$ cat config.mk
export PLATFORM = sky130hd
export DESIGN_NAME = sliding_window_maximum_unit
export DESIGN_NICKNAME = d
export VERILOG_FILES = /design/src/rtl/swm_pkg.sv /design/src/rtl/swm_cand_ram.sv /design/src/rtl/sliding_window_maximum_unit.sv
export SDC_FILE = /design/constraint.sdc
export NUM_CORES = 2
export LEC_CHECK = 0
export ABC_AREA = 1
export BUFFER_PORTS_ARGS = -buffer_cell sky130_fd_sc_hd__buf_2
export CAP_MARGIN = 20
export CORE_UTILIZATION = 40
export CTS_BUF_LIST = sky130_fd_sc_hd__clkbuf_16
export DETAILED_ROUTE_END_ITERATION = 10
export PLACE_DENSITY = 0.57
export SLEW_MARGIN = 30
export SYNTH_ARGS = -nofsm -noshare
export SYNTH_HDL_FRONTEND = slang
export SYNTH_SLANG_ARGS = --single-unit
$ cat constraint.sdc
create_clock -name clock -period 6 [get_ports clock]
set_clock_uncertainty 0.2 [all_clocks]
set_input_delay 1.2 -clock clock [delete_from_list [all_inputs] [get_ports clock]]
set_output_delay 1.2 -clock clock [all_outputs]
set_load 0.005 [all_outputs]
$ cat src/rtl/swm_pkg.sv
package swm_pkg;

   localparam int SAMPLE_W = 32;
   localparam int CSR_W    = 7;

   typedef enum logic [4:0] {
      S_IDLE  = 5'b00001,
      S_RET   = 5'b00010,
      S_DROP  = 5'b00100,
      S_WRITE = 5'b01000,
      S_EMIT  = 5'b10000
   } state_type;

endpackage

$ cat src/rtl/swm_cand_ram.sv
module swm_cand_ram #(
   parameter int DEPTH = 64,
   parameter int AW    = 6,
   parameter int DW    = 39
) (
   input  logic          clock,
   input  logic          wr_en,
   input  logic [AW-1:0] wr_addr,
   input  logic [DW-1:0] wr_data,
   input  logic [AW-1:0] rd_addr,
   output logic [DW-1:0] rd_data
);

   logic [DW-1:0] mem [DEPTH];
   logic [DW-1:0] rd_data_ff;

   always_ff @(posedge clock) begin
      if (wr_en) begin
         mem[wr_addr] <= wr_data;
      end
   end

   always_ff @(posedge clock) begin
      rd_data_ff <= mem[rd_addr];
   end

   assign rd_data = rd_data_ff;

endmodule

$ cat src/rtl/sliding_window_maximum_unit.sv
// Sliding-window maximum over a stream of signed 32-bit samples. The block keeps a
// monotonic list of candidate values and positions in a single-port-read ring memory
// and works on one sample at a time: after accepting an item it retires the candidates
// that fall out of the window from the head, then drops the smaller candidates from
// the tail, each such candidate costing one memory read, then writes the new item and
// moves to its emit step. A result waits in an output register, so the next item is
// taken while it is still stalled; if that next item yields a result, it then waits in
// its emit step for as long as the earlier result stays stalled. Once csr_window_size
// samples of the current array have arrived, each sample yields the window maximum; the
// sample marked last flags its result final, and if the array was shorter than the window
// it reports the maximum of the whole array with rsp_short_array set. The window size
// must be written only while the block is idle; the block does not enforce this. Zero
// acts as one, values above WINDOW_MAX as WINDOW_MAX.
module sliding_window_maximum_unit #(
   parameter int WINDOW_MAX = 64
) (
   input  logic                                 clock,
   input  logic                                 reset,
   input  logic                                 req_valid,
   output logic                                 req_stall,
   input  logic signed [swm_pkg::SAMPLE_W-1:0]  req_sample,
   input  logic                                 req_last_sample,
   output logic                                 rsp_valid,
   input  logic                                 rsp_stall,
   output logic signed [swm_pkg::SAMPLE_W-1:0]  rsp_window_max,
   output logic                                 rsp_is_final,
   output logic                                 rsp_short_array,
   input  logic                                 csr_valid,
   output logic                                 csr_ready,
   input  logic [swm_pkg::CSR_W-1:0]            csr_window_size
);
   import swm_pkg::*;

   localparam int AW = (WINDOW_MAX > 1) ? $clog2(WINDOW_MAX) : 1;
   localparam int PW = $clog2(2 * WINDOW_MAX);
   localparam int CW = $clog2(WINDOW_MAX + 1);
   localparam int DW = SAMPLE_W + PW;

   function automatic logic [AW-1:0] ring_next(input logic [AW-1:0] p);
      if (p == AW'(WINDOW_MAX - 1)) begin
         return '0;
      end
      return p + AW'(1);
   endfunction

   function automatic logic [AW-1:0] ring_prev(input logic [AW-1:0] p);
      if (p == '0) begin
         return AW'(WINDOW_MAX - 1);
      end
      return p - AW'(1);
   endfunction

   state_type            state_ff, state_in;
   logic [AW-1:0]        head_ff, head_in;
   logic [AW-1:0]        tail_ff, tail_in;
   logic [CW-1:0]        cnt_ff, cnt_in;
   logic [PW-1:0]        pos_ff, pos_in;
   logic [CW-1:0]        seen_ff, seen_in;
   logic [CW-1:0]        k_ff, k_in;
   logic [SAMPLE_W-1:0]  sample_ff, sample_in;
   logic                 last_ff, last_in;
   logic                 fwd_ff, fwd_in;
   logic [CSR_W-1:0]     csr_window_size_ff, csr_window_size_in;
   logic                 rsp_valid_ff, rsp_valid_in;
   logic [SAMPLE_W-1:0]  rsp_window_max_ff, rsp_window_max_in;
   logic                 rsp_is_final_ff, rsp_is_final_in;
   logic                 rsp_short_array_ff, rsp_short_array_in;

   logic                 wr_en;
   logic [AW-1:0]        wr_addr;
   logic [DW-1:0]        wr_data;
   logic [AW-1:0]        rd_addr;
   logic [DW-1:0]        rd_data;

   logic [SAMPLE_W-1:0]  ent_value;
   logic [PW-1:0]        ent_pos;
   logic [PW:0]          age;
   logic                 retire;
   logic                 drop;
   logic                 ring_full;
   logic [AW-1:0]        head_w;
   logic [CW-1:0]        cnt_w;
   logic [31:0]          ws_ext;
   logic [CW-1:0]        k_eff;
   logic                 win_full;
   logic                 need_out;

   swm_cand_ram #(
      .DEPTH (WINDOW_MAX),
      .AW    (AW),
      .DW    (DW)
   ) u_ram (
      .clock   (clock),
      .wr_en   (wr_en),
      .wr_addr (wr_addr),
      .wr_data (wr_data),
      .rd_addr (rd_addr),
      .rd_data (rd_data)
   );

   assign ent_value = rd_data[DW-1:PW];
   assign ent_pos   = rd_data[PW-1:0];

   // Distance of the candidate behind the current position, modulo twice the window.
   assign age = {1'b0, pos_ff}
              + ((pos_ff >= ent_pos) ? (PW+1)'(0) : (PW+1)'(2 * WINDOW_MAX))
              - {1'b0, ent_pos};
   assign retire = (cnt_ff != '0) && (age >= (PW+1)'(k_ff));
   assign drop   = (cnt_ff != '0) && ($signed(ent_value) < $signed(sample_ff));

   assign ring_full = (cnt_ff == CW'(WINDOW_MAX));
   assign head_w    = ring_full ? ring_next(head_ff) : head_ff;
   assign cnt_w     = ring_full ? cnt_ff - CW'(1) : cnt_ff;

   assign ws_ext = 32'(csr_window_size_ff);
   assign k_eff  = (ws_ext == 32'd0) ? CW'(1) :
                   (ws_ext > 32'(WINDOW_MAX)) ? CW'(WINDOW_MAX) : CW'(ws_ext);

   assign win_full = (seen_ff >= k_ff);
   assign need_out = win_full || last_ff;

   assign wr_addr = tail_ff;
   assign wr_data = {sample_ff, pos_ff};

   always_comb begin
      state_in           = state_ff;
      head_in            = head_ff;
      tail_in            = tail_ff;
      cnt_in             = cnt_ff;
      pos_in             = pos_ff;
      seen_in            = seen_ff;
      k_in               = k_ff;
      sample_in          = sample_ff;
      last_in            = last_ff;
      fwd_in             = fwd_ff;
      rsp_valid_in       = rsp_valid_ff && rsp_stall;
      rsp_window_max_in  = rsp_window_max_ff;
      rsp_is_final_in    = rsp_is_final_ff;
      rsp_short_array_in = rsp_short_array_ff;
      rd_addr            = head_ff;
      wr_en              = 1'b0;

      csr_window_size_in = csr_window_size_ff;
      if (csr_valid) begin
         csr_window_size_in = csr_window_size;
      end

      unique case (state_ff)
         S_IDLE: begin
            if (req_valid) begin
               sample_in = req_sample;
               last_in   = req_last_sample;
               k_in      = k_eff;
               state_in  = S_RET;
            end
         end
         S_RET: begin
            if (retire) begin
               head_in = ring_next(head_ff);
               cnt_in  = cnt_ff - CW'(1);
               rd_addr = ring_next(head_ff);
            end else begin
               rd_addr  = ring_prev(tail_ff);
               state_in = S_DROP;
            end
         end
         S_DROP: begin
            if (drop) begin
               tail_in = ring_prev(tail_ff);
               cnt_in  = cnt_ff - CW'(1);
               rd_addr = ring_prev(ring_prev(tail_ff));
            end else begin
               state_in = S_WRITE;
            end
         end
         S_WRITE: begin
            wr_en   = 1'b1;
            head_in = head_w;
            tail_in = ring_next(tail_ff);
            cnt_in  = cnt_w + CW'(1);
            pos_in  = (pos_ff == PW'(2 * WINDOW_MAX - 1)) ? '0 : pos_ff + PW'(1);
            if (seen_ff < CW'(WINDOW_MAX)) begin
               seen_in = seen_ff + CW'(1);
            end
            // The head read lands in the same cycle as the write; when the new
            // item is the head, the memory still returns the old contents.
            rd_addr  = head_w;
            fwd_in   = (head_w == tail_ff);
            state_in = S_EMIT;
         end
         S_EMIT: begin
            if (!need_out || !rsp_valid_ff || !rsp_stall) begin
               if (need_out) begin
                  rsp_valid_in       = 1'b1;
                  rsp_window_max_in  = fwd_ff ? sample_ff : ent_value;
                  rsp_is_final_in    = last_ff;
                  rsp_short_array_in = !win_full;
               end
               if (last_ff) begin
                  head_in = '0;
                  tail_in = '0;
                  cnt_in  = '0;
                  pos_in  = '0;
                  seen_in = '0;
               end
               state_in = S_IDLE;
            end
         end
         default: begin
            state_in = S_IDLE;
         end
      endcase
   end

   always_ff @(posedge clock) begin
      if (reset) begin
         state_ff           <= S_IDLE;
         head_ff            <= '0;
         tail_ff            <= '0;
         cnt_ff             <= '0;
         pos_ff             <= '0;
         seen_ff            <= '0;
         k_ff               <= CW'(1);
         fwd_ff             <= 1'b0;
         csr_window_size_ff <= CSR_W'(1);
         rsp_valid_ff       <= 1'b0;
      end else begin
         state_ff           <= state_in;
         head_ff            <= head_in;
         tail_ff            <= tail_in;
         cnt_ff             <= cnt_in;
         pos_ff             <= pos_in;
         seen_ff            <= seen_in;
         k_ff               <= k_in;
         fwd_ff             <= fwd_in;
         csr_window_size_ff <= csr_window_size_in;
         rsp_valid_ff       <= rsp_valid_in;
      end
   end

   always_ff @(posedge clock) begin
      sample_ff          <= sample_in;
      last_ff            <= last_in;
      rsp_window_max_ff  <= rsp_window_max_in;
      rsp_is_final_ff    <= rsp_is_final_in;
      rsp_short_array_ff <= rsp_short_array_in;
   end

   assign req_stall       = (state_ff != S_IDLE);
   assign csr_ready       = 1'b1;
   assign rsp_valid       = rsp_valid_ff;
   assign rsp_window_max  = rsp_window_max_ff;
   assign rsp_is_final    = rsp_is_final_ff;
   assign rsp_short_array = rsp_short_array_ff;

endmodule

==> impl_results.md <==
* Status: finished, final reports clean
* Pin count of the biggest net entering global routing at 160
* Yosys cell types at 63
* Seq cells post-synth at 2656
* Avg Cell Area, Syn at about 11 um2
* Wl on met1 at between 150 and 200 mm
* Total Die Area at roughly 300000 um2
* Routed WL at around 400 mm
* Total gr overflow at 0
* RSZ-0062 raised after global routing: no
* Total Routing Usage GR at 25.7%
* P_leak at around 53 nW
* Critical Path RT at between 6000 and 7000 ps
* CP endpoint kind: register
* # resized after CTS at 0
* Met2 wire length at 181 mm
* Vias per std cell at between 5 and 6
* Max Cap Viol at 0
* CP arrival at 6480 ps
* Post-synthesis sequential area ratio at roughly 66%
* Drt first pass iters at 6
* Root Buffer: clkbuf_16
* Pwr Density at 411 nW/um2
* WL per Instance at ~26 um
* Startpoint types: register
* First-pass GRT wire length at between 500 and 600 mm
* HP Class: register to register
* H-tree level count at 5
* Max VDD drop at roughly 0.00031 V
* Port Buffers at 80
* Die width at between 500 and 600 um
* Post-CTS Hold Fix Bufs at 0
* Drt first-iter violations at 10273
* Syn Inst Count at about 11000
* Clock tree from TritonCTS: yes
* Via count at 83061
* Syn nets at about 11000
* Worst slew margin at between 30% and 40%
* Minimum clock period at approximately 6000 ps
* Critical path type: register to register
* Row count at 199
* Total power at between 0.05 and 0.06 W
* Area growth syn-to-layout at 12.5%
* DRC Markers at 0
* Mapped cell area at 119000 um2
* Placer Congestion at about 0.89
* Clock transition at path regs at approximately 60 ps
* CTS buffer count at 295
* Routed wl met3 at approximately 36 mm
* Fraction of layout cells with a size suffix above 1 at under 10%
* Final hold viol count at 0
* Antenna Nets Post-Route at 0
* Num ports at 82
* Post-CTS Setup Bufs at 0
* Overall die height at roughly 550 um
* Clock Sink Count at approximately 2700
* Fin nets at between 10000 and 15000
* DP Wirelength at between 200 and 250 mm
* Initial antenna violation count at 19
* Crit path max fanout at 48
* Post-Route Utilization at approximately 45%
* Clock tree buffer depth at 4
* Total negative slack at 0 ps
* Core footprint at just under 300000 um2
* Async SR Flop Fraction at 0%
* Ys flop type: edfxtp_1
* Synth warnings at 0
* Clock Latency Late Sink at approximately 880 ps
* Worst slew pin tran at about 1000 ps
* Fmax at 0.170 GHz
* Number of flops mapped to enable cells by yosys at approximately 2600
* Number of fill cells in the layout at ~27000
* Top Layer Used: met5
* Vias in the first global route at 78546
* Initial core utilization at 40.4%
* Final Cycle Share at between 90% and 100%
* Final setup violation count at 0
* Final Max Slew Viols at 0
metal layers:
layer,up-vias,GRT usage [%]
li1,36866,-
met1,41485,35.2
met2,4004,41.0
met3,698,4.09
met4,8,9.82
met5,-,0
where the power goes:
part / leakage [nW] / internal [W] / total (W) / switching, W
sequential: 24.2 / 0.0222 / 0.0227 / 0.000512
clock: 4.66 / 0.00959 / 0.0171 / 0.00750
combinational: 23.7 / 0.00421 / 0.0154 / 0.0112
cell type report:
cell class	count	area, um2	area share [%]
Timing Repair Buffer	426	4560	3.40
Sequential cell	2656	78800	58.8
Tap cell	3919	4900	3.66
Multi-Input combinational cell	5720	30200	22.5
Inverter	1753	6620	4.94
Clock buffer	301	7530	5.62
Antenna cell	9	22.5	0.0168
Clock inverter	220	1410	1.05
path summary, 6_finish.rpt:
kind / startpoint / slack [ps] / cells after the start / endpoint
worst max register to register: sample_ff[11] / 120 / 25 / u_ram.rd_data[1]
worst max-delay path: sample_ff[11] / 120 / 25 / u_ram.rd_data[1]
worst min-delay path: k_ff[2] / 280 / 2 / k_ff[2]
worst min register to register: k_ff[2] / 280 / 2 / k_ff[2]
state kept, by name, summed over array words and instances (netlist names), 5 cells and up:
register	flops
pos_ff	7
sample_ff	32
rsp_window_max	32
u_ram.mem	2496
cnt_ff	7
state_ff	5
head_ff	6
tail_ff	6
k_ff	7
seen_ff	7
csr_window_size_ff	7
u_ram.rd_data	39
cells in the mapped netlist (61+ instances only):
library cell	n	area, um2
clkbuf_1	209	785
buf_4	71	533
buf_2	231	1160
ha_1	61	763
nand3_1	2591	13000
nand3b_1	743	5580
nand2_1	1734	6510
nor2_1	161	604
nand3_2	62	621
edfxtp_1	2563	77000
dfxtp_1	93	1860
inv_1	1724	6470
a21oi_1	97	485
metrics by stage:
step / setup WS, ps / hold WS [ps] / instances / area, um2
5_1_grt: 160 / 273 / 14998 / 134000
2_1_floorplan: 583 / 245 / 10800 / 119000
3_3_place_gp: 424 / 263 / 14459 / 125000
6_report: 123 / 277 / 15004 / 134000
3_5_place_dp: 447 / 274 / 14471 / 125000
4_1_cts: 399 / 244 / 14992 / 134000
logic make-up (layout without fill, tap and decap cells):
logic type      Yosys count  in the layout  synth area share (%)
compound gates          200            200                 0.963
xor+xnor                 15             15                 0.110
fa+ha+maj                62             62                 0.658
buf+inv                2424           2700                  8.96
flops                  2656           2656                  66.2
other cells               1             10               0.00315
simple gates           5442           5442                  23.1
critical path, stage by stage, from the launching register on:
cell and delay [ps]:
edfxtp_1 820, inv_1 300, ha_1 380, nand2_1 60, inv_2 60, nand2_1 40, a31oi_1 220, nor2_1 70
buf_4 130, nand2_1 260, nand2_1 140, nand3_1 120, nand3_1 280, nor2_2 310, nand2_1 110, nand3_2 130
nand2_8 200, inv_8 390, buf_12 320, buf_4 220, nand3_1 90, nand3_1 90, nand3_1 80, nand3_1 90
nand3_1 390, nand2_1 210
cell usage in the layout, fill, tap and decap left out, types with 44 or more instances in the layout:
master / instances
nand2_4: 46
nor2_1: 101
dfxtp_1: 85
nor2_4: 65
ha_1: 61
nand3b_1: 743
edfxtp_1: 2563
nand3_2: 62
clkinv_1: 56
buf_12: 110
clkinv_2: 49
inv_1: 1797
buf_2: 80
nand2_1: 1734
buf_4: 224
o21ai_0: 45
a21oi_1: 94
clkbuf_16: 301
nand2_2: 44
nand3_1: 2591
No activity file was read; power rests on OpenSTA's default activity.
